[config.mk]
export PLATFORM = sky130hd
export DESIGN_NAME = regex_pattern_lexer_top
export DESIGN_NICKNAME = d
export VERILOG_FILES = /design/src/hdl/rpl_pkg.sv /design/src/hdl/rpl_ram.sv /design/src/hdl/rpl_scan.sv /design/src/hdl/rpl_emit.sv /design/src/hdl/regex_pattern_lexer_top.sv
export SDC_FILE = /design/constraint.sdc
export NUM_CORES = 1
export LEC_CHECK = 0
export BUFFER_PORTS_ARGS = -buffer_cell sky130_fd_sc_hd__buf_2
export CORE_MARGIN = 4
export CORE_UTILIZATION = 67
export DETAILED_ROUTE_END_ITERATION = 6
export GPL_TIMING_DRIVEN = 1
export MAX_ROUTING_LAYER = met4
export PLACE_DENSITY_LB_ADDON = 0.15
export SLEW_MARGIN = 20
export SYNTH_ARGS = -nofsm -noshare
export SYNTH_HDL_FRONTEND = slang
export SYNTH_SLANG_ARGS = --single-unit
[constraint.sdc]
create_clock -name clock -period 10.4 [get_ports clock]
set_input_delay 1.56 -clock clock [delete_from_list [all_inputs] [get_ports clock]]
set_output_delay 1.56 -clock clock [all_outputs]
set_load 0.02 [all_outputs]
[src/hdl/rpl_pkg.sv]
// ----------------------------------------------------------------------------
// rpl_pkg: shared types and constants of the regex pattern lexer
// Payload structs, token kind and error codes, lexer modes, and the sizes
// of the literal buffer.
// ----------------------------------------------------------------------------
package rpl_pkg;

   localparam int MAX_LITERAL = 32;
   localparam int MAX_PATTERN = 4096;

   localparam int LIT_IDX_W = (MAX_LITERAL > 1) ? $clog2(MAX_LITERAL) : 1;
   localparam int LIT_LEN_W = $clog2(MAX_LITERAL + 1);
   localparam int POS_W     = 12;

   localparam logic [POS_W-1:0] POS_CAP =
      POS_W'(((MAX_PATTERN - 1) < 4095) ? (MAX_PATTERN - 1) : 4095);

   // Token kinds.
   localparam logic [4:0] KIND_LIT_HEAD = 5'd0;
   localparam logic [4:0] KIND_LIT_BYTE = 5'd1;
   localparam logic [4:0] KIND_CHAR     = 5'd2;
   localparam logic [4:0] KIND_BIG_CHAR = 5'd3;
   localparam logic [4:0] KIND_ANY_CHAR = 5'd4;
   localparam logic [4:0] KIND_DIGIT    = 5'd5;
   localparam logic [4:0] KIND_NEWLINE  = 5'd6;
   localparam logic [4:0] KIND_ANY      = 5'd7;
   localparam logic [4:0] KIND_SPACE    = 5'd8;
   localparam logic [4:0] KIND_TAB      = 5'd9;
   localparam logic [4:0] KIND_PLUS     = 5'd10;
   localparam logic [4:0] KIND_STAR     = 5'd11;
   localparam logic [4:0] KIND_QUESTION = 5'd12;
   localparam logic [4:0] KIND_MINUS    = 5'd13;
   localparam logic [4:0] KIND_LBRACK   = 5'd14;
   localparam logic [4:0] KIND_RBRACK   = 5'd15;
   localparam logic [4:0] KIND_LPAREN   = 5'd16;
   localparam logic [4:0] KIND_RPAREN   = 5'd17;
   localparam logic [4:0] KIND_LCURLY   = 5'd18;
   localparam logic [4:0] KIND_RCURLY   = 5'd19;
   localparam logic [4:0] KIND_COMMA    = 5'd20;
   localparam logic [4:0] KIND_BANG     = 5'd21;
   localparam logic [4:0] KIND_OR       = 5'd22;
   localparam logic [4:0] KIND_LOWER    = 5'd23;
   localparam logic [4:0] KIND_UPPER    = 5'd24;
   localparam logic [4:0] KIND_NUMBER   = 5'd25;
   localparam logic [4:0] KIND_UNKNOWN  = 5'd26;
   localparam logic [4:0] KIND_ERROR    = 5'd27;

   // Error codes.
   localparam logic [2:0] ERR_NONE         = 3'd0;
   localparam logic [2:0] ERR_UNTERMINATED = 3'd1;
   localparam logic [2:0] ERR_BAD_ESCAPE   = 3'd2;
   localparam logic [2:0] ERR_LIT_OVERFLOW = 3'd3;
   localparam logic [2:0] ERR_NUM_SAT      = 3'd4;

   typedef enum logic [2:0] {
      MODE_IDLE,
      MODE_NUM,
      MODE_ESC,
      MODE_LIT,
      MODE_LITESC
   } lex_mode_type;

   typedef struct packed {
      logic [7:0] pattern_byte;
      logic       end_of_pattern;
   } req_type;

   typedef struct packed {
      logic [4:0]       token_kind;
      logic [POS_W-1:0] start_pos;
      logic [POS_W-1:0] end_pos;
      logic [15:0]      token_value;
      logic [2:0]       error_code;
      logic             last_of_run;
   } rsp_type;

   // Tokens produced by one accepted request, handed from scanner to emitter.
   typedef struct packed {
      logic [1:0]           count;
      rsp_type              tok0;
      rsp_type              tok1;
      logic                 burst;
      logic [LIT_LEN_W-1:0] burst_len;
      logic [POS_W-1:0]     burst_start;
      logic [POS_W-1:0]     burst_end;
   } lex_result_type;

   typedef struct packed {
      logic                 en;
      logic [LIT_IDX_W-1:0] addr;
      logic [7:0]           data;
   } ram_wr_type;

   typedef struct packed {
      logic             busy;
      lex_mode_type     mode;
      logic [POS_W-1:0] pos;
   } scan_status_type;

   typedef struct packed {
      logic idle;
      logic out_free;
   } emit_status_type;

endpackage

[src/hdl/rpl_ram.sv]
// ----------------------------------------------------------------------------
// rpl_ram: generic single-write, single-read synchronous RAM
// One write port and one read port with a registered read; the read data
// holds while no read is issued.
// ----------------------------------------------------------------------------
module rpl_ram #(
   parameter int Width = 8,
   parameter int Depth = 32
) (
   input  logic                                          clock,
   input  logic                                          wr_en,
   input  logic [((Depth > 1) ? $clog2(Depth) : 1)-1:0] wr_addr,
   input  logic [Width-1:0]                              wr_data,
   input  logic                                          rd_en,
   input  logic [((Depth > 1) ? $clog2(Depth) : 1)-1:0] rd_addr,
   output logic [Width-1:0]                              rd_data
);

   logic [Width-1:0] mem_ff [Depth];
   logic [Width-1:0] rd_data_ff;

   always_ff @(posedge clock) begin
      if (wr_en) begin
         mem_ff[wr_addr] <= wr_data;
      end
      if (rd_en) begin
         rd_data_ff <= mem_ff[rd_addr];
      end
   end

   assign rd_data = rd_data_ff;

endmodule

[src/hdl/rpl_scan.sv]
// ----------------------------------------------------------------------------
// rpl_scan: byte scanner of the regex pattern lexer
// Tracks the lexer mode, position, number run and literal length, turns
// each accepted byte into at most two tokens, and writes literal bytes to
// the literal buffer RAM.
// ----------------------------------------------------------------------------
module rpl_scan (
   input  logic                     clock,
   input  logic                     reset,
   input  logic                     accept,
   input  rpl_pkg::req_type         req,
   input  logic                     skip_blanks,
   output rpl_pkg::lex_result_type  lex,
   output rpl_pkg::ram_wr_type      ram_wr,
   output rpl_pkg::scan_status_type status
);

   localparam logic [7:0] CH_QUOTE  = 8'h27;
   localparam logic [7:0] CH_BSLASH = 8'h5C;
   localparam logic [7:0] CH_SPACE  = 8'h20;
   localparam logic [7:0] CH_TAB    = 8'h09;
   localparam logic [7:0] CH_PLUS   = 8'h2B;
   localparam logic [7:0] CH_STAR   = 8'h2A;
   localparam logic [7:0] CH_QMARK  = 8'h3F;
   localparam logic [7:0] CH_MINUS  = 8'h2D;
   localparam logic [7:0] CH_LBRACK = 8'h5B;
   localparam logic [7:0] CH_RBRACK = 8'h5D;
   localparam logic [7:0] CH_LPAREN = 8'h28;
   localparam logic [7:0] CH_RPAREN = 8'h29;
   localparam logic [7:0] CH_LCURLY = 8'h7B;
   localparam logic [7:0] CH_RCURLY = 8'h7D;
   localparam logic [7:0] CH_COMMA  = 8'h2C;
   localparam logic [7:0] CH_BANG   = 8'h21;
   localparam logic [7:0] CH_BAR    = 8'h7C;
   localparam logic [7:0] CH_LOW_C  = 8'h63;
   localparam logic [7:0] CH_UP_C   = 8'h43;
   localparam logic [7:0] CH_UP_T   = 8'h54;
   localparam logic [7:0] CH_LOW_D  = 8'h64;
   localparam logic [7:0] CH_LOW_N  = 8'h6E;
   localparam logic [7:0] CH_UP_A   = 8'h41;
   localparam logic [7:0] CH_UP_Z   = 8'h5A;
   localparam logic [7:0] CH_LOW_A  = 8'h61;
   localparam logic [7:0] CH_LOW_Z  = 8'h7A;
   localparam logic [7:0] CH_ZERO   = 8'h30;
   localparam logic [7:0] CH_NINE   = 8'h39;

   localparam int                             LEN_W   = rpl_pkg::LIT_LEN_W;
   localparam int                             IDX_W   = rpl_pkg::LIT_IDX_W;
   localparam int                             PW      = rpl_pkg::POS_W;
   localparam logic [LEN_W-1:0]               LEN_MAX = LEN_W'(rpl_pkg::MAX_LITERAL);

   rpl_pkg::lex_mode_type mode_ff, mode_in;
   logic [PW-1:0]    pos_ff, pos_in;
   logic [PW-1:0]    start_ff, start_in;
   logic [15:0]      acc_ff, acc_in;
   logic             num_ovf_ff, num_ovf_in;
   logic [PW-1:0]    num_end_ff, num_end_in;
   logic [LEN_W-1:0] lit_len_ff, lit_len_in;
   logic             lit_ovf_ff, lit_ovf_in;
   logic             pw_valid_ff, pw_valid_in;
   logic [7:0]       pw_byte_ff, pw_byte_in;

   logic [7:0]    b;
   logic          eop;
   logic          is_digit, is_quote, is_bslash, is_lower, is_upper;
   logic          p_emit;
   logic [4:0]    p_kind;
   logic [15:0]   p_val;
   logic          plain_path;
   logic [15:0]   digit_val;
   logic [19:0]   num_wide;
   logic          num_sat;
   logic [15:0]   num_next;
   logic          pre_v, main_v, burst;
   rpl_pkg::rsp_type pre_tok, main_tok;
   logic          app_en;
   logic [7:0]    app_byte;

   function automatic rpl_pkg::rsp_type make_tok(
      input logic [4:0]  kind,
      input logic [PW-1:0] s,
      input logic [PW-1:0] e,
      input logic [15:0] val,
      input logic [2:0]  err
   );
      rpl_pkg::rsp_type t;
      t.token_kind  = kind;
      t.start_pos   = s;
      t.end_pos     = e;
      t.token_value = val;
      t.error_code  = err;
      t.last_of_run = 1'b0;
      return t;
   endfunction

   function automatic rpl_pkg::rsp_type make_err(
      input logic [PW-1:0] s,
      input logic [PW-1:0] e,
      input logic [2:0]  code
   );
      return make_tok(rpl_pkg::KIND_ERROR, s, e, 16'(code), code);
   endfunction

   assign b   = req.pattern_byte;
   assign eop = req.end_of_pattern;

   // Multiply by ten as two shifts and an add, then saturate.
   assign digit_val = 16'(b[3:0]);
   assign num_wide  = 20'({acc_ff, 3'b000}) + 20'({acc_ff, 1'b0}) + 20'(digit_val);
   assign num_sat   = |num_wide[19:16];
   assign num_next  = num_sat ? 16'hFFFF : num_wide[15:0];

   always_comb begin : classify
      is_digit  = (b >= CH_ZERO) && (b <= CH_NINE);
      is_lower  = (b >= CH_LOW_A) && (b <= CH_LOW_Z);
      is_upper  = (b >= CH_UP_A) && (b <= CH_UP_Z);
      is_quote  = (b == CH_QUOTE);
      is_bslash = (b == CH_BSLASH);
      p_emit = 1'b1;
      p_kind = rpl_pkg::KIND_UNKNOWN;
      p_val  = 16'd0;
      unique case (b)
         CH_QUOTE, CH_BSLASH: p_emit = 1'b0;
         CH_SPACE: begin
            p_kind = rpl_pkg::KIND_SPACE;
            p_emit = !skip_blanks;
         end
         CH_TAB: begin
            p_kind = rpl_pkg::KIND_TAB;
            p_emit = !skip_blanks;
         end
         CH_PLUS:   p_kind = rpl_pkg::KIND_PLUS;
         CH_STAR:   p_kind = rpl_pkg::KIND_STAR;
         CH_QMARK:  p_kind = rpl_pkg::KIND_QUESTION;
         CH_MINUS:  p_kind = rpl_pkg::KIND_MINUS;
         CH_LBRACK: p_kind = rpl_pkg::KIND_LBRACK;
         CH_RBRACK: p_kind = rpl_pkg::KIND_RBRACK;
         CH_LPAREN: p_kind = rpl_pkg::KIND_LPAREN;
         CH_RPAREN: p_kind = rpl_pkg::KIND_RPAREN;
         CH_LCURLY: p_kind = rpl_pkg::KIND_LCURLY;
         CH_RCURLY: p_kind = rpl_pkg::KIND_RCURLY;
         CH_COMMA:  p_kind = rpl_pkg::KIND_COMMA;
         CH_BANG:   p_kind = rpl_pkg::KIND_BANG;
         CH_BAR:    p_kind = rpl_pkg::KIND_OR;
         default: begin
            priority if (is_lower) begin
               p_kind = rpl_pkg::KIND_LOWER;
               p_val  = 16'(b);
            end else if (is_upper) begin
               p_kind = rpl_pkg::KIND_UPPER;
               p_val  = 16'(b);
            end else if (is_digit) begin
               p_emit = 1'b0;
            end else begin
               p_val = 16'(b);
            end
         end
      endcase
      // Idle mode, or a number run that this byte ends.
      plain_path = (mode_ff == rpl_pkg::MODE_IDLE) ||
                   ((mode_ff == rpl_pkg::MODE_NUM) && !is_digit);
   end

   // Next lexer mode.
   always_comb begin : next_mode
      rpl_pkg::lex_mode_type plain_mode;
      priority if (is_quote) begin
         plain_mode = rpl_pkg::MODE_LIT;
      end else if (is_bslash) begin
         plain_mode = rpl_pkg::MODE_ESC;
      end else if (is_digit) begin
         plain_mode = rpl_pkg::MODE_NUM;
      end else begin
         plain_mode = rpl_pkg::MODE_IDLE;
      end
      mode_in = mode_ff;
      if (accept) begin
         unique case (mode_ff)
            rpl_pkg::MODE_NUM: mode_in = is_digit ? rpl_pkg::MODE_NUM : plain_mode;
            rpl_pkg::MODE_ESC: mode_in = rpl_pkg::MODE_IDLE;
            rpl_pkg::MODE_LIT: begin
               priority if (is_bslash) begin
                  mode_in = rpl_pkg::MODE_LITESC;
               end else if (is_quote) begin
                  mode_in = rpl_pkg::MODE_IDLE;
               end else begin
                  mode_in = rpl_pkg::MODE_LIT;
               end
            end
            rpl_pkg::MODE_LITESC: mode_in = rpl_pkg::MODE_LIT;
            default: mode_in = plain_mode;
         endcase
         if (eop) begin
            mode_in = rpl_pkg::MODE_IDLE;
         end
      end
   end

   // Tokens caused by the byte at the request port.
   always_comb begin : tokens
      pre_v   = (mode_ff == rpl_pkg::MODE_NUM) && !is_digit;
      pre_tok = make_tok(rpl_pkg::KIND_NUMBER, start_ff, num_end_ff, acc_ff,
                         num_ovf_ff ? rpl_pkg::ERR_NUM_SAT : rpl_pkg::ERR_NONE);
      main_v   = 1'b0;
      main_tok = make_tok(p_kind, pos_ff, pos_ff, p_val, rpl_pkg::ERR_NONE);
      burst    = 1'b0;
      if (plain_path) begin
         priority if (p_emit) begin
            main_v = 1'b1;
         end else if (eop && is_bslash) begin
            // Backslash as the last byte of the pattern.
            main_v   = 1'b1;
            main_tok = make_err(pos_ff, pos_ff, rpl_pkg::ERR_BAD_ESCAPE);
         end else if (eop && is_quote) begin
            main_v   = 1'b1;
            main_tok = make_err(pos_ff, pos_ff, rpl_pkg::ERR_UNTERMINATED);
         end else if (eop && is_digit) begin
            main_v   = 1'b1;
            main_tok = make_tok(rpl_pkg::KIND_NUMBER, pos_ff, pos_ff, digit_val,
                                rpl_pkg::ERR_NONE);
         end else begin
            main_v = 1'b0;
         end
      end else begin
         unique case (mode_ff)
            rpl_pkg::MODE_NUM: begin
               main_v   = eop;
               main_tok = make_tok(rpl_pkg::KIND_NUMBER, start_ff, pos_ff, num_next,
                                   (num_ovf_ff || num_sat) ? rpl_pkg::ERR_NUM_SAT
                                                           : rpl_pkg::ERR_NONE);
            end
            rpl_pkg::MODE_ESC: begin
               main_v = 1'b1;
               unique case (b)
                  CH_LOW_C: main_tok = make_tok(rpl_pkg::KIND_CHAR, start_ff, pos_ff,
                                                16'd0, rpl_pkg::ERR_NONE);
                  CH_UP_C:  main_tok = make_tok(rpl_pkg::KIND_BIG_CHAR, start_ff, pos_ff,
                                                16'd0, rpl_pkg::ERR_NONE);
                  CH_UP_T:  main_tok = make_tok(rpl_pkg::KIND_ANY_CHAR, start_ff, pos_ff,
                                                16'd0, rpl_pkg::ERR_NONE);
                  CH_LOW_D: main_tok = make_tok(rpl_pkg::KIND_DIGIT, start_ff, pos_ff,
                                                16'd0, rpl_pkg::ERR_NONE);
                  CH_LOW_N: main_tok = make_tok(rpl_pkg::KIND_NEWLINE, start_ff, pos_ff,
                                                16'd0, rpl_pkg::ERR_NONE);
                  CH_UP_A:  main_tok = make_tok(rpl_pkg::KIND_ANY, start_ff, pos_ff,
                                                16'd0, rpl_pkg::ERR_NONE);
                  default:  main_tok = make_err(start_ff, pos_ff, rpl_pkg::ERR_BAD_ESCAPE);
               endcase
            end
            rpl_pkg::MODE_LIT: begin
               priority if (is_quote) begin
                  main_v = 1'b1;
                  if (lit_ovf_ff) begin
                     main_tok = make_err(start_ff, pos_ff, rpl_pkg::ERR_LIT_OVERFLOW);
                  end else begin
                     main_tok = make_tok(rpl_pkg::KIND_LIT_HEAD, start_ff, pos_ff,
                                         16'(lit_len_ff), rpl_pkg::ERR_NONE);
                     burst    = (lit_len_ff != '0);
                  end
               end else if (eop) begin
                  main_v   = 1'b1;
                  main_tok = make_err(start_ff, pos_ff, rpl_pkg::ERR_UNTERMINATED);
               end else begin
                  main_v = 1'b0;
               end
            end
            rpl_pkg::MODE_LITESC: begin
               main_v   = eop;
               main_tok = make_err(start_ff, pos_ff, rpl_pkg::ERR_UNTERMINATED);
            end
            default: main_v = 1'b0;
         endcase
      end

      lex.count       = 2'(pre_v) + 2'(main_v);
      lex.tok0        = pre_v ? pre_tok : main_tok;
      lex.tok1        = main_tok;
      lex.burst       = burst;
      lex.burst_len   = lit_len_ff;
      lex.burst_start = start_ff;
      lex.burst_end   = pos_ff;
      // The last token of the byte carries the run flag unless literal items follow.
      if (!burst) begin
         if (pre_v && main_v) begin
            lex.tok1.last_of_run = 1'b1;
         end else begin
            lex.tok0.last_of_run = 1'b1;
         end
      end
   end

   // Scanner registers and literal buffer writes.
   always_comb begin : update
      start_in    = start_ff;
      acc_in      = acc_ff;
      num_ovf_in  = num_ovf_ff;
      num_end_in  = num_end_ff;
      lit_len_in  = lit_len_ff;
      lit_ovf_in  = lit_ovf_ff;
      pos_in      = pos_ff;
      pw_valid_in = 1'b0;
      pw_byte_in  = pw_byte_ff;
      app_en      = 1'b0;
      app_byte    = b;
      if (pw_valid_ff) begin
         // Second byte of an unrecognized escape inside a literal.
         app_en   = 1'b1;
         app_byte = pw_byte_ff;
      end else if (accept) begin
         if (plain_path) begin
            if (is_quote) begin
               start_in   = pos_ff;
               lit_len_in = '0;
               lit_ovf_in = 1'b0;
            end else if (is_bslash) begin
               start_in = pos_ff;
            end else if (is_digit) begin
               start_in   = pos_ff;
               acc_in     = digit_val;
               num_ovf_in = 1'b0;
               num_end_in = pos_ff;
            end
         end else begin
            unique case (mode_ff)
               rpl_pkg::MODE_NUM: begin
                  acc_in     = num_next;
                  num_ovf_in = num_ovf_ff || num_sat;
                  num_end_in = pos_ff;
               end
               rpl_pkg::MODE_LIT: app_en = !is_bslash && !is_quote;
               rpl_pkg::MODE_LITESC: begin
                  app_en = 1'b1;
                  if (!is_quote && !is_bslash) begin
                     app_byte    = CH_BSLASH;
                     pw_valid_in = !eop;
                     pw_byte_in  = b;
                  end
               end
               default: app_en = 1'b0;
            endcase
         end
      end

      ram_wr.en   = 1'b0;
      ram_wr.addr = lit_len_ff[IDX_W-1:0];
      ram_wr.data = app_byte;
      if (app_en) begin
         if (lit_len_ff < LEN_MAX) begin
            ram_wr.en  = 1'b1;
            lit_len_in = lit_len_ff + 1'b1;
         end else begin
            lit_ovf_in = 1'b1;
         end
      end

      if (accept) begin
         if (eop) begin
            pos_in      = '0;
            start_in    = '0;
            acc_in      = '0;
            num_ovf_in  = 1'b0;
            num_end_in  = '0;
            lit_len_in  = '0;
            lit_ovf_in  = 1'b0;
         end else if (pos_ff < rpl_pkg::POS_CAP) begin
            pos_in = pos_ff + 1'b1;
         end
      end
   end

   always_ff @(posedge clock) begin
      if (reset) begin
         mode_ff     <= rpl_pkg::MODE_IDLE;
         pos_ff      <= '0;
         start_ff    <= '0;
         acc_ff      <= '0;
         num_ovf_ff  <= 1'b0;
         num_end_ff  <= '0;
         lit_len_ff  <= '0;
         lit_ovf_ff  <= 1'b0;
         pw_valid_ff <= 1'b0;
      end else begin
         mode_ff     <= mode_in;
         pos_ff      <= pos_in;
         start_ff    <= start_in;
         acc_ff      <= acc_in;
         num_ovf_ff  <= num_ovf_in;
         num_end_ff  <= num_end_in;
         lit_len_ff  <= lit_len_in;
         lit_ovf_ff  <= lit_ovf_in;
         pw_valid_ff <= pw_valid_in;
      end
   end

   always_ff @(posedge clock) begin
      pw_byte_ff <= pw_byte_in;
   end

   assign status.busy = pw_valid_ff;
   assign status.mode = mode_ff;
   assign status.pos  = pos_ff;

endmodule

[src/hdl/rpl_emit.sv]
// ----------------------------------------------------------------------------
// rpl_emit: response sequencer of the regex pattern lexer
// Holds the response register and one pending token, and streams the
// buffered bytes of a closed literal out of the literal buffer RAM.
// ----------------------------------------------------------------------------
module rpl_emit (
   input  logic                                 clock,
   input  logic                                 reset,
   input  logic                                 accept,
   input  rpl_pkg::lex_result_type              lex,
   input  logic                                 rsp_stall,
   output logic                                 rsp_valid,
   output rpl_pkg::rsp_type                     rsp_data,
   output logic                                 ram_rd_en,
   output logic [rpl_pkg::LIT_IDX_W-1:0]        ram_rd_addr,
   input  logic [7:0]                           ram_rd_data,
   output rpl_pkg::emit_status_type             status
);

   localparam int LEN_W = rpl_pkg::LIT_LEN_W;
   localparam int PW    = rpl_pkg::POS_W;

   logic             out_valid_ff, out_valid_in;
   rpl_pkg::rsp_type out_ff, out_in;
   logic             pend_valid_ff, pend_valid_in;
   rpl_pkg::rsp_type pend_ff, pend_in;
   logic [LEN_W-1:0] rd_left_ff, rd_left_in;
   logic [rpl_pkg::LIT_IDX_W-1:0] rd_idx_ff, rd_idx_in;
   logic             item_valid_ff, item_valid_in;
   logic             item_last_ff, item_last_in;
   logic [PW-1:0]    bstart_ff, bstart_in;
   logic [PW-1:0]    bend_ff, bend_in;

   logic             out_free;
   logic             item_take;
   rpl_pkg::rsp_type item_tok;

   assign out_free  = !out_valid_ff || !rsp_stall;
   assign item_take = item_valid_ff && !pend_valid_ff && out_free;
   assign ram_rd_en = (rd_left_ff != '0) && (!item_valid_ff || item_take);
   assign ram_rd_addr = rd_idx_ff;

   always_comb begin
      item_tok.token_kind  = rpl_pkg::KIND_LIT_BYTE;
      item_tok.start_pos   = bstart_ff;
      item_tok.end_pos     = bend_ff;
      item_tok.token_value = 16'(ram_rd_data);
      item_tok.error_code  = rpl_pkg::ERR_NONE;
      item_tok.last_of_run = item_last_ff;
   end

   always_comb begin
      out_valid_in  = out_valid_ff;
      out_in        = out_ff;
      pend_valid_in = pend_valid_ff;
      pend_in       = pend_ff;
      rd_left_in    = rd_left_ff;
      rd_idx_in     = rd_idx_ff;
      bstart_in     = bstart_ff;
      bend_in       = bend_ff;
      item_valid_in = item_valid_ff;
      item_last_in  = item_last_ff;

      priority if (accept) begin
         out_valid_in  = (lex.count != 2'd0);
         out_in        = lex.tok0;
         pend_valid_in = (lex.count == 2'd2);
         pend_in       = lex.tok1;
         rd_left_in    = lex.burst ? lex.burst_len : '0;
         rd_idx_in     = '0;
         bstart_in     = lex.burst_start;
         bend_in       = lex.burst_end;
      end else if (out_free) begin
         priority if (pend_valid_ff) begin
            out_valid_in  = 1'b1;
            out_in        = pend_ff;
            pend_valid_in = 1'b0;
         end else if (item_valid_ff) begin
            out_valid_in = 1'b1;
            out_in       = item_tok;
         end else begin
            out_valid_in = 1'b0;
         end
      end else begin
         // The response register holds while the receiver stalls.
         out_valid_in = out_valid_ff;
      end

      if (ram_rd_en) begin
         item_valid_in = 1'b1;
         item_last_in  = (rd_left_ff == LEN_W'(1));
         rd_left_in    = rd_left_ff - 1'b1;
         rd_idx_in     = rd_idx_ff + 1'b1;
      end else if (item_take) begin
         item_valid_in = 1'b0;
      end
   end

   always_ff @(posedge clock) begin
      if (reset) begin
         out_valid_ff  <= 1'b0;
         pend_valid_ff <= 1'b0;
         rd_left_ff    <= '0;
         item_valid_ff <= 1'b0;
      end else begin
         out_valid_ff  <= out_valid_in;
         pend_valid_ff <= pend_valid_in;
         rd_left_ff    <= rd_left_in;
         item_valid_ff <= item_valid_in;
      end
   end

   always_ff @(posedge clock) begin
      out_ff       <= out_in;
      pend_ff      <= pend_in;
      rd_idx_ff    <= rd_idx_in;
      item_last_ff <= item_last_in;
      bstart_ff    <= bstart_in;
      bend_ff      <= bend_in;
   end

   assign rsp_valid       = out_valid_ff;
   assign rsp_data        = out_ff;
   assign status.out_free = out_free;
   assign status.idle     = !pend_valid_ff && (rd_left_ff == '0) && !item_valid_ff;

endmodule

[src/hdl/regex_pattern_lexer_top.sv]
// ----------------------------------------------------------------------------
// regex_pattern_lexer_top: streaming lexer for regex patterns
// Takes pattern text one byte per request and produces tokens with kind,
// positions, value and error code; quoted literals are buffered in a RAM.
// ----------------------------------------------------------------------------
//
// Channel  Dir  Handshake             Payload
// req      in   req_valid/req_stall   rpl_pkg::req_type (byte, end mark)
// rsp      out  rsp_valid/rsp_stall   rpl_pkg::rsp_type (one token)
// csr      in   csr_wr_en             csr_wr_data (skip_blanks)
//
// A request yielding at most one token leaves req_stall low, so plain text
// streams at one byte per cycle while rsp_stall is low. A request with two
// tokens (a number run ended by a token byte) parks the second one, and an
// unknown escape in a literal writes two bytes in turn, since the literal
// buffer RAM has one write port. A closed literal's items are read back from
// the RAM one per cycle, unless stalled, behind its registered read port.
// Reset is synchronous and clears all control state; the RAM is not
// cleared, as only entries written in the current literal are read back.
// req_stall rises while the response register is held by rsp_stall, while
// tokens or literal items of the previous request are still queued, and
// during the second RAM write of an escape.
//
module regex_pattern_lexer_top (
   input  logic             clock,
   input  logic             reset,
   input  logic             req_valid,
   output logic             req_stall,
   input  rpl_pkg::req_type req_data,
   output logic             rsp_valid,
   input  logic             rsp_stall,
   output rpl_pkg::rsp_type rsp_data,
   input  logic             csr_wr_en,
   input  logic             csr_wr_data
);

   logic                     skip_blanks_ff, skip_blanks_in;
   logic                     req_accept;
   rpl_pkg::lex_result_type  lex;
   rpl_pkg::ram_wr_type      ram_wr;
   rpl_pkg::scan_status_type scan_st;
   rpl_pkg::emit_status_type emit_st;
   logic                     ram_rd_en;
   logic [rpl_pkg::LIT_IDX_W-1:0] ram_rd_addr;
   logic [7:0]               ram_rd_data;

   // Configuration register.
   assign skip_blanks_in = csr_wr_en ? csr_wr_data : skip_blanks_ff;

   always_ff @(posedge clock) begin
      if (reset) begin
         skip_blanks_ff <= 1'b0;
      end else begin
         skip_blanks_ff <= skip_blanks_in;
      end
   end

   // A request is taken only when no escape byte waits, all tokens of the
   // last one have moved on and the response register is free in this cycle.
   assign req_stall  = scan_st.busy || !emit_st.idle || !emit_st.out_free;
   assign req_accept = req_valid && !req_stall;

   rpl_scan u_scan (
      .clock       (clock),
      .reset       (reset),
      .accept      (req_accept),
      .req         (req_data),
      .skip_blanks (skip_blanks_ff),
      .lex         (lex),
      .ram_wr      (ram_wr),
      .status      (scan_st)
   );

   // Literal buffer: written by the scanner, read back by the emitter when
   // the literal closes. Requests are held off during the read-back, so the
   // two ports never touch the same entry in one cycle.
   rpl_ram #(
      .Width (8),
      .Depth (rpl_pkg::MAX_LITERAL)
   ) u_lit_ram (
      .clock   (clock),
      .wr_en   (ram_wr.en),
      .wr_addr (ram_wr.addr),
      .wr_data (ram_wr.data),
      .rd_en   (ram_rd_en),
      .rd_addr (ram_rd_addr),
      .rd_data (ram_rd_data)
   );

   rpl_emit u_emit (
      .clock       (clock),
      .reset       (reset),
      .accept      (req_accept),
      .lex         (lex),
      .rsp_stall   (rsp_stall),
      .rsp_valid   (rsp_valid),
      .rsp_data    (rsp_data),
      .ram_rd_en   (ram_rd_en),
      .ram_rd_addr (ram_rd_addr),
      .ram_rd_data (ram_rd_data),
      .status      (emit_st)
   );

   // The end of a pattern brings the scanner back to idle at position zero.
   a_eop_returns_idle: assert property (@(posedge clock) disable iff (reset)
      (req_accept && req_data.end_of_pattern) |=>
         (scan_st.mode == rpl_pkg::MODE_IDLE) && (scan_st.pos == '0))
      else $error("scanner not idle after end of pattern");

   // A literal read-back only follows a lone header token.
   a_burst_single_head: assert property (@(posedge clock) disable iff (reset)
      (req_accept && lex.burst) |->
         (lex.count == 2'd1) && (lex.tok0.token_kind == rpl_pkg::KIND_LIT_HEAD))
      else $error("literal read-back without a lone header");

   // Literal items stream without gaps once the first one is out.
   a_items_back_to_back: assert property (@(posedge clock) disable iff (reset)
      (rsp_valid && !rsp_stall && (rsp_data.token_kind == rpl_pkg::KIND_LIT_BYTE) &&
       !rsp_data.last_of_run) |=>
         (rsp_valid && (rsp_data.token_kind == rpl_pkg::KIND_LIT_BYTE)))
      else $error("gap in literal item stream");

endmodule
==> flow_metrics.py, run 1 <==
metrics = {
    "cts": {
        "cts_root_buf": "clkbuf_16",
        "cts_max_path_buffers": 3,
        "post_cts_resized": 0,
        "cts-buffers-inserted": 45,
        "numClockSinks": 462,
        "cts_max_level": 2,
        "postCtsSetupBuffers": 0,
        "clock_latency_ps": 570,
        "path_clk_slew_ps": 60,
        "holdBufCountCts": 0,
        "cts_tree": "done",
    },
    "timing": {
        "rsz0062_at_grt": "no",
        "fmax_ghz": 0.192,
        "setup_viol": 0,
        "slew_violations": 0,
        "finalSetupTns_ps": 0,
        "tightestPinTransition_ps": 926,
        "hold_violations": 0,
        "finalHoldWorstSlack_ps": 453,
        "fin_crit_sh_pct": 50.0,
        "period_minus_slack_ps": 5200,
        "fin_skew_ps": 40.5,
        "slew_headroom_pct": 38.1,
    },
    "synth": {
        "synthesis.area_sq_mm": 0.0208,
        "synth_cell_types": 72,
        "ys_warn_count": 0,
        "syn_inst": 1549,
        "netlist.area_leader.share_pct": 55.9,
        "synth_edf_count": 388,
        "synth_flop_cell": "edfxtp_1",
        "yosysTopAreaCell": "edfxtp_1",
        "synth_area_leaders": "edfxtp_1 (56%), mux4_2 (8.6%), dfxtp_1 (7.1%), nor2_1 (2.6%), a21oi_1 (2.6%)",
        "synthArstFlopShare_pct": 0,
        "ys_ff_latch": 462,
        "syn_avg_cell_area_sq_um": 13.4,
        "yosysSeqAreaShare_pct": 63.0,
        "syn-num-nets": 1605,
    },
    "power_and_ir_drop": {
        "power.density_mw_per_mm2": 224,
        "power_switching_mw": 1.46,
        "combPwrFrac_pct": 22.7,
        "clkPwrFrac_pct": 31.5,
        "p_sw_share_pct": 28.5,
        "p_int_mw": 3.67,
        "ir_drop_uv": 170,
        "fin_total_pwr_mw": 5.13,
        "leakage_nw": 7.74,
        "p_seq_share_pct": 45.8,
    },
    "global_route": {
        "grt_use_total_pct": 30.2,
        "grt-ovfl-total": 0,
        "grt_max_degree": 77,
        "grt_pass1_wl_mm": 76.7,
        "grt_pass1_vias": 13100,
        "antenna_found_initial": 0,
    },
    "floorplan": {
        "die-area_sq_mm": 0.0340,
        "core_area_sq_mm": 0.0307,
        "fp.dieW_microns": 184,
        "io_pins": 66,
        "die_y_microns": 184,
        "rows": 64,
        "start_util_pct": 67.9,
    },
    "placement": {
        "port_buffers": 65,
        "place.gp.congestion": 0.979,
        "dp_hpwl_mm": 30.3,
    },
    "worst_setup_path": {
        "cp_slowest_cell": "fa_1",
        "startpoint_type": "input port",
        "crit_arrival_ps": 5440,
        "critPathCaptureType": "register",
        "worst-path-buf-inv": 4,
        "slowest_delay_ps": 630,
        "cp_data_required_time_ps": 10650,
        "worstPathCellList": "buf_2 -> inv_1 -> fa_1 -> inv_1 -> ha_1 -> a211oi_1 -> o211ai_1 -> a211oi_1 -> nand3b_1 -> a32oi_1 -> o2111ai_2 -> buf_4 -> o31ai_1 -> a31oi_1",
        "critPathKind": "input port to register",
        "crit_family": "compound AO/OA/AOI/OAI gates",
        "critPathMaxFanout": 38,
    },
    "cells_and_area": {
        "num_antenna_cells": 0,
        "most-common-layout-cells": "edfxtp_1 (388), nor2_1 (146), nand2_1 (143), a21oi_1 (107), mux4_2 (80)",
        "nNetsFinal": 1637,
        "nFillCells": 1910,
        "fin_util_pct": 74.8,
        "multi_input_area_sq_mm": 0.00723,
        "layout.cells.most_common": "edfxtp_1",
        "final_layout_size_suffix_gt1_share_pct": 17.5,
        "seqCellArea_sq_mm": 0.0131,
        "area.growth.synth_to_final_pct": 10.1,
    },
    "drt": {
        "via_per_inst": 6.70,
        "vias": 13500,
        "ant_nets": 0,
        "first_iter_violations": 1537,
        "wl_mm": 49.1,
        "dr.pass1.iters": 5,
        "wl_per_cell_microns": 24.4,
        "drcViolationCount": 0,
    },
    "outcome": {
        "outcome": "finished, final reports clean",
    },
    "min_path": {
        "hp-class": "register to register",
    },
    "flow_run": {
        "cap_viol_max_count": 0,
    },
}
-- state kept, by name (all words and copies together) (netlist names), 3 cells and up --
name and count:
u_scan.pw_byte_ff 8, u_scan.mode_ff 3, u_lit_ram.rd_data 8, u_scan.num_end_ff 12, u_scan.pos_ff 12, u_emit.ram_rd_addr 5
u_emit.bend_ff 12, u_lit_ram.mem_ff 256, u_scan.lit_len_ff 6, u_emit.rd_left_ff 6, u_emit.rsp_data 49, u_emit.bstart_ff 12
u_scan.acc_ff 16, u_scan.start_ff 12, u_emit.pend_ff 37
-- cells by family after synthesis --
| group | after synthesis | synth area share (%) |
|---|---|---|
| mux | 136 | 11.5 |
| flops | 462 | 63.0 |
| compound gates | 321 | 9.68 |
| xor+xnor | 27 | 1.14 |
| buf+inv | 133 | 2.57 |
| fa+ha+maj | 41 | 2.53 |
| simple gates | 429 | 9.56 |
-- path summary, 6_finish.rpt --
path / start / end / slack, ps / cells after the start
worst max-delay path: req_data[4] / u_emit.rsp_data[5]$_DFFE_PP_ / 5200 / 14
worst min-delay path: u_scan.num_end_ff[4]$_SDFF_PP0_ / u_scan.num_end_ff[4]$_SDFF_PP0_ / 450 / 2
worst max register to register: u_scan.pw_valid_ff$_SDFF_PP0_ / u_emit.rsp_data[44]$_DFFE_PP_ / 5850 / 8
worst min register to register: u_scan.num_end_ff[4]$_SDFF_PP0_ / u_scan.num_end_ff[4]$_SDFF_PP0_ / 450 / 2
-- Yosys cell counts, drive strengths merged, types with 5 or more instances --
cell type	instances
edfxtp	388
nor2	147
nand2	144
a21oi	108
mux4	80
clkbuf	77
dfxtp	74
o21ai	63
ha	39
mux2i	34
nand3	32
inv	31
a22oi	23
buf	23
a31oi	22
mux2	22
nor2b	21
a211oi	19
xnor2	15
nor3	13
xor2	12
or3	11
o211ai	10
o31ai	9
a21o	8
nand4	8
o22ai	8
and2	7
and3	6
nand2b	6
nand3b	6
a22o	5
nor4	5
-- layer usage --
layer	track usage, %	vias to the layer above	wire length (microns)
met5	-	-	0
met4	8.04	0	1300
met3	4.14	100	3750
met2	47.9	646	24100
met1	42.2	6713	19900
li1	-	6015	-
-- power by group through the flow --
stage / Combinational, mW / Sequential [mW] / Clock (mW)
after detailed placement: 1.15 / 2.39 / 0
final: 1.17 / 2.35 / 1.62
after global routing: 1.26 / 2.36 / 1.72
after floorplan: 0.767 / 2.43 / 0
after CTS: 1.17 / 2.35 / 1.63
after global placement: 1.13 / 2.38 / 0
-- layout make-up --
class,instances,area share (%)
Tap cell,396,2.16
Timing Repair Buffer,85,2.12
Clock buffer,60,5.33
Clock inverter,22,1.07
Sequential cell,462,57.3
Multi-Input combinational cell,954,31.5
Inverter,33,0.551
-- tightest hold or removal path: stages (launching register included) --
cell     delay [ps]
dfxtp_1         310
nand2_1          50
a21oi_1          50
-- per-stage QoR --
step	setup slack [ps]	instances	area, sq um
2_1_floorplan	5120	1549	20800
3_3_place_gp	4890	1929	21400
3_5_place_dp	4720	1930	21500
4_1_cts	5280	2012	22900
5_1_grt	5020	2012	22900
6_report	5200	2012	22900
(Power assumes the default switching activity.)
==> inputs of run 2 (changes only) <==
--- a/config.mk
+++ b/config.mk
@@ -7,7 +7,7 @@
 export LEC_CHECK = 0
 export BUFFER_PORTS_ARGS = -buffer_cell sky130_fd_sc_hd__buf_2
 export CORE_MARGIN = 4
-export CORE_UTILIZATION = 67
+export CORE_UTILIZATION = 62
 export DETAILED_ROUTE_END_ITERATION = 6
 export GPL_TIMING_DRIVEN = 1
 export MAX_ROUTING_LAYER = met4
==> constraint.sdc (replaced) <==
create_clock -name clock -period 5.2 [get_ports clock]
set_input_delay 0.78 -clock clock [delete_from_list [all_inputs] [get_ports clock]]
set_output_delay 0.78 -clock clock [all_outputs]
set_load 0.02 [all_outputs]
==> flow_metrics.py, run 2 (synthesized netlist as in run 1, its figures left out) <==
metrics = {
    "cells_and_area": {
        "final_layout_size_suffix_gt1_share_pct": 18.4,
        "nFillCells": 2267,
        "stdcell_count": 2081,
        "num_antenna_cells": 0,
        "area.growth.synth_to_final_pct": 11.1,
        "most-common-layout-cells": "edfxtp_1 (388), nor2_1 (146), nand2_1 (143), a21oi_1 (107), mux4_2 (80)",
        "regMostFlops": "u_lit_ram.mem_ff",
        "largest_register_ffs": 256,
        "nNetsFinal": 1659,
        "layout.cells.most_common": "edfxtp_1",
    },
    "placement": {
        "place.gp.congestion": 0.942,
        "numPlacedInstances": 1997,
        "dp_slack_ps": 637,
        "port_buffers": 65,
        "dp_hpwl_mm": 30.3,
    },
    "drt": {
        "ant_nets": 0,
        "wl_mm": 48.3,
        "vias": 13300,
        "drcViolationCount": 0,
        "dr.pass1.iters": 6,
        "via_per_inst": 6.40,
        "wl_per_cell_microns": 23.2,
        "first_iter_violations": 1319,
    },
    "timing": {
        "fmax_ghz": 0.249,
        "tightestPinTransition_ps": 943,
        "setup_ws_ps": 1180,
        "fin_crit_sh_pct": 77.3,
        "period_minus_slack_ps": 4020,
        "slew_headroom_pct": 37.1,
        "finalHoldWorstSlack_ps": 450,
        "rsz0062_at_grt": "no",
        "hold_violations": 0,
        "setup_viol": 0,
        "fin_skew_ps": 15.1,
        "finalSetupTns_ps": 0,
        "slew_violations": 0,
    },
    "worst_setup_path": {
        "worstPathCellList": "inv_1 -> fa_1 -> fa_1 -> nand2b_1 -> a21oi_1 -> nor2_1 -> o41ai_1 -> xnor2_1 -> o2111ai_2 -> o31ai_1 -> a31oi_1",
        "critPathKind": "register to register",
        "cp_slowest_cell": "fa_1",
        "critPathMaxFanout": 18,
        "crit_arrival_ps": 4280,
        "startpoint": "u_scan.acc_ff[0]$_SDFF_PP0_",
        "critPathCaptureType": "register",
        "crit_top_cell": "fa_1",
        "cp_data_required_time_ps": 5460,
        "slowest_delay_ps": 520,
        "worstReg2RegStart": "u_scan.acc_ff[0]$_SDFF_PP0_",
        "startpoint_type": "register",
    },
    "cts": {
        "cts_max_level": 2,
        "cts_max_path_buffers": 3,
        "clock_latency_ps": 560,
        "holdBufCountCts": 0,
        "cts-buffers-inserted": 46,
        "post_cts_resized": 0,
        "cts_root_buf": "clkbuf_16",
        "cts_tree": "done",
        "path_clk_slew_ps": 60,
        "numClockSinks": 462,
        "postCtsSetupBuffers": 0,
    },
    "power_and_ir_drop": {
        "ir_drop_uv": 347,
        "power.density_mw_per_mm2": 444,
        "leakage_nw": 7.84,
        "fin_total_pwr_mw": 10.3,
    },
    "global_route": {
        "antenna_found_initial": 0,
        "grt_pass1_wl_mm": 75.5,
        "grt_pass1_vias": 13000,
        "grt-ovfl-total": 0,
        "grt_max_degree": 67,
        "grt_use_total_pct": 27.5,
    },
    "floorplan": {
        "die_y_microns": 191,
        "start_util_pct": 63.4,
        "io_pins": 66,
        "rows": 66,
        "fp.dieW_microns": 191,
        "core_area_sq_mm": 0.0329,
        "die-area_sq_mm": 0.0366,
    },
    "min_path": {
        "hp-class": "register to register",
        "min_from": "u_scan.num_end_ff[9]$_SDFF_PP0_",
    },
    "outcome": {
        "outcome": "finished, final reports clean",
    },
    "flow_run": {
        "cap_viol_max_count": 0,
    },
}
==> run 2: cell types whose count changed in the layout (fill, tap and decap cells not counted) <==
| cell | before | now |
|---|---|---|
| inv_16 | 0 | 1 |
| clkbuf_1 | 11 | 9 |
| buf_8 | 1 | 0 |
| bufinv_16 | 4 | 3 |
| buf_12 | 0 | 1 |
| clkinv_1 | 5 | 10 |
| clkbuf_8 | 4 | 1 |
| clkinv_16 | 1 | 0 |
| inv_6 | 1 | 2 |
| buf_4 | 18 | 40 |
| buf_6 | 1 | 0 |
| clkbuf_16 | 45 | 47 |
==> run 2: final cells by class <==
cell class / count / area (sq um) / area share (%)
flip-flops and latches: 462 / 13100 / 56.8
multi-input cells: 954 / 7230 / 31.2
clock buffers: 57 / 1220 / 5.29
repair buffers: 106 / 646 / 2.79
well taps: 442 / 553 / 2.39
clock inverters: 27 / 233 / 1.01
inverters: 33 / 126 / 0.546
==> run 2: critical path, delay by kind of cell, from the launching register on <==
| family | cells | cell delay [ps] |
|---|---|---|
| buffers and inverters | 1 | 120 |
| AOI/OAI and AO/OA | 5 | 1770 |
| and+or+nand+nor | 2 | 290 |
| adders and majority gates | 2 | 990 |
| xor gates and xnor gates | 1 | 200 |
| DFF | 1 | 360 |
==> run 2: routing by layer <==
| layer | wire length (microns) | up-vias | track usage [%] |
|---|---|---|---|
| met5 | 0 | - | - |
| met2 | 23700 | 531 | 44.3 |
| met4 | 1090 | 0 | 6.91 |
| met1 | 20100 | 6637 | 37.9 |
| met3 | 3370 | 104 | 3.60 |
| li1 | - | 6047 | - |
==> run 2: worst paths after layout <==
path	end	depth (start not counted)	slack [ps]
max reg2reg	u_emit.rsp_data[5]$_DFFE_PP_	11	1180
min reg2reg	u_scan.num_end_ff[9]$_SDFF_PP0_	2	450
min	u_scan.num_end_ff[9]$_SDFF_PP0_	2	450
max	u_emit.rsp_data[5]$_DFFE_PP_	11	1180
==> run 2: per-stage QoR <==
step,util [%],area (sq um)
after floorplan,-,20800
after global placement,66.0,21700
after detailed placement,66.0,21700
after CTS,70.4,23100
after global routing,70.4,23100
final,70.4,23100
==> run 2: report_power, final <==
group          leakage, nW  switching, mW  internal [mW]
combinational         2.96           1.37           1.04
sequential            4.16          0.165           4.47
clock                0.722           1.39           1.83
total                 7.84           2.93           7.34
==> inputs of run 3 (changes only) <==
==> constraint.sdc (replaced) <==
create_clock -name clock -period 4.1 [get_ports clock]
set_input_delay 0.615 -clock clock [delete_from_list [all_inputs] [get_ports clock]]
set_output_delay 0.615 -clock clock [all_outputs]
set_load 0.02 [all_outputs]
==> flow_metrics.py, run 3 (synthesized netlist as in run 1, its figures left out) <==
metrics = {
    "cells_and_area": {
        "nNetsFinal": 1689,
        "fin_util_pct": 71.2,
        "final_layout_size_suffix_gt1_share_pct": 20.1,
        "most-common-layout-cells": "edfxtp_1 (388), nor2_1 (146), nand2_1 (144), a21oi_1 (107), mux4_2 (80)",
        "largest_register_ffs": 256,
        "regMostFlops": "u_lit_ram.mem_ff",
        "seqCellArea_sq_mm": 0.0131,
        "layout.cells.most_common": "edfxtp_1",
        "stdcell_count": 2111,
        "multi_input_area_sq_mm": 0.00723,
        "nFillCells": 2258,
        "num_antenna_cells": 0,
        "area.growth.synth_to_final_pct": 12.4,
    },
    "outcome": {
        "outcome": "finished, final reports clean",
    },
    "timing": {
        "finalSetupTns_ps": 0,
        "setup_ws_ps": 377,
        "fin_crit_sh_pct": 90.8,
        "finalHoldWorstSlack_ps": 283,
        "setup_viol": 0,
        "hold_violations": 0,
        "fin_skew_ps": 36.0,
        "period_minus_slack_ps": 3720,
        "tightestPinTransition_ps": 935,
        "slew_violations": 0,
        "fmax_ghz": 0.269,
        "slew_headroom_pct": 37.7,
        "rsz0062_at_grt": "no",
    },
    "floorplan": {
        "rows": 66,
        "start_util_pct": 63.4,
        "core_area_sq_mm": 0.0329,
        "io_pins": 66,
        "die_y_microns": 191,
        "die-area_sq_mm": 0.0366,
        "fp.dieW_microns": 191,
    },
    "placement": {
        "port_buffers": 65,
        "numPlacedInstances": 2027,
        "dp_hpwl_mm": 30.7,
        "dp_slack_ps": 72.1,
        "place.gp.congestion": 0.958,
    },
    "cts": {
        "cts-buffers-inserted": 45,
        "clock_latency_ps": 570,
        "cts_max_level": 2,
        "postCtsSetupBuffers": 0,
        "path_clk_slew_ps": 60,
        "cts_root_buf": "clkbuf_16",
        "post_cts_resized": 0,
        "cts_tree": "done",
        "holdBufCountCts": 0,
        "numClockSinks": 462,
        "cts_max_path_buffers": 3,
    },
    "worst_setup_path": {
        "critPathCaptureType": "register",
        "critPathKind": "register to register",
        "worstReg2RegStart": "u_scan.acc_ff[0]$_SDFF_PP0_",
        "cp_data_required_time_ps": 4380,
        "critPathMaxFanout": 27,
        "worstPathCellList": "inv_1 -> fa_1 -> inv_1 -> ha_1 -> a211oi_1 -> o211ai_1 -> a211oi_2 -> nand3b_1 -> a32oi_1 -> o2111ai_2 -> buf_4 -> nor2_1 -> o21ai_0",
        "slowest_delay_ps": 570,
        "startpoint_type": "register",
        "crit_top_cell": "inv_1",
        "cp_slowest_cell": "fa_1",
        "startpoint": "u_scan.acc_ff[0]$_SDFF_PP0_",
        "crit_arrival_ps": 4000,
    },
    "drt": {
        "wl_mm": 48.4,
        "drcViolationCount": 0,
        "ant_nets": 0,
        "vias": 13400,
        "dr.pass1.iters": 6,
        "wl_per_cell_microns": 22.9,
        "via_per_inst": 6.33,
        "first_iter_violations": 1432,
    },
    "min_path": {
        "hp-class": "input port to register",
        "min_from": "csr_wr_data",
    },
    "power_and_ir_drop": {
        "ir_drop_uv": 417,
        "clkPwrFrac_pct": 30.7,
        "p_sw_share_pct": 28.6,
        "p_seq_share_pct": 45.9,
        "leakage_nw": 8.00,
        "p_int_mw": 9.26,
        "power.density_mw_per_mm2": 554,
        "power_switching_mw": 3.70,
        "combPwrFrac_pct": 23.4,
    },
    "global_route": {
        "grt_use_total_pct": 27.6,
        "grt_pass1_vias": 13000,
        "grt_max_degree": 140,
        "grt-ovfl-total": 0,
        "grt_pass1_wl_mm": 75.6,
        "antenna_found_initial": 0,
    },
    "flow_run": {
        "cap_viol_max_count": 0,
    },
}
-- run 3: cell types whose count changed in the layout (fill, tap and decap cells not counted), moves of 3 or more --
cell and change:
buf_4 +26, buf_12 +4, clkinvlp_4 +3, clkinv_1 -5
-- run 3: power by group through the flow --
| stage | clock [mW] | combinational [mW] | sequential [mW] |
|---|---|---|---|
| floorplan | 0 | 1.95 | 6.15 |
| global placement | 0 | 2.94 | 6.05 |
| detailed placement | 0 | 2.99 | 6.06 |
| CTS | 4.04 | 3.03 | 5.97 |
| global route | 4.27 | 3.25 | 5.97 |
| finish | 3.98 | 3.04 | 5.95 |
-- run 3: stage by stage --
step / instance area (sq um) / total power [mW]
floorplan: 20800 / 8.10
global placement: 22000 / 8.99
detailed placement: 22000 / 9.05
CTS: 23400 / 13.0
global route: 23400 / 13.5
finish: 23400 / 13.0
-- run 3: path summary, 6_finish.rpt --
kind	end	slack (ps)	cells after the start
setup / recovery	u_emit.rsp_data[14]$_DFFE_PP_	380	13
setup reg to reg	u_emit.rsp_data[14]$_DFFE_PP_	380	13
hold reg to reg	u_scan.num_end_ff[1]$_SDFF_PP0_	450	2
hold / removal	skip_blanks_ff$_SDFFE_PP0P_	280	3
-- run 3: final cells by class --
| class | count | share of cell area, % |
|---|---|---|
| clock buffers | 58 | 5.20 |
| clock inverters | 25 | 0.914 |
| inverters | 33 | 0.540 |
| multi-input cells | 954 | 30.9 |
| flip-flops and latches | 462 | 56.1 |
| well taps | 442 | 2.36 |
| repair buffers | 137 | 4.00 |
-- run 3: layer usage --
layer  vias up  wire length [microns]  share of wire [%]  GRT usage (%)
li1       6114                      -                  -              -
met3        87                   3090                6.4           4.11
met5         -                      0                  0              -
met1      6615                  20000                 41           37.5
met2       539                  23900                 49           44.1
met4         0                   1370                2.8           8.54
-- run 3: worst max-delay path, delay by kind of cell, from the launching register on --
family | cells | cell delay (ps)
compound gates | 6 | 1450
fa+ha+maj | 2 | 880
buf+inv | 3 | 480
flops | 1 | 370
simple gates | 2 | 280
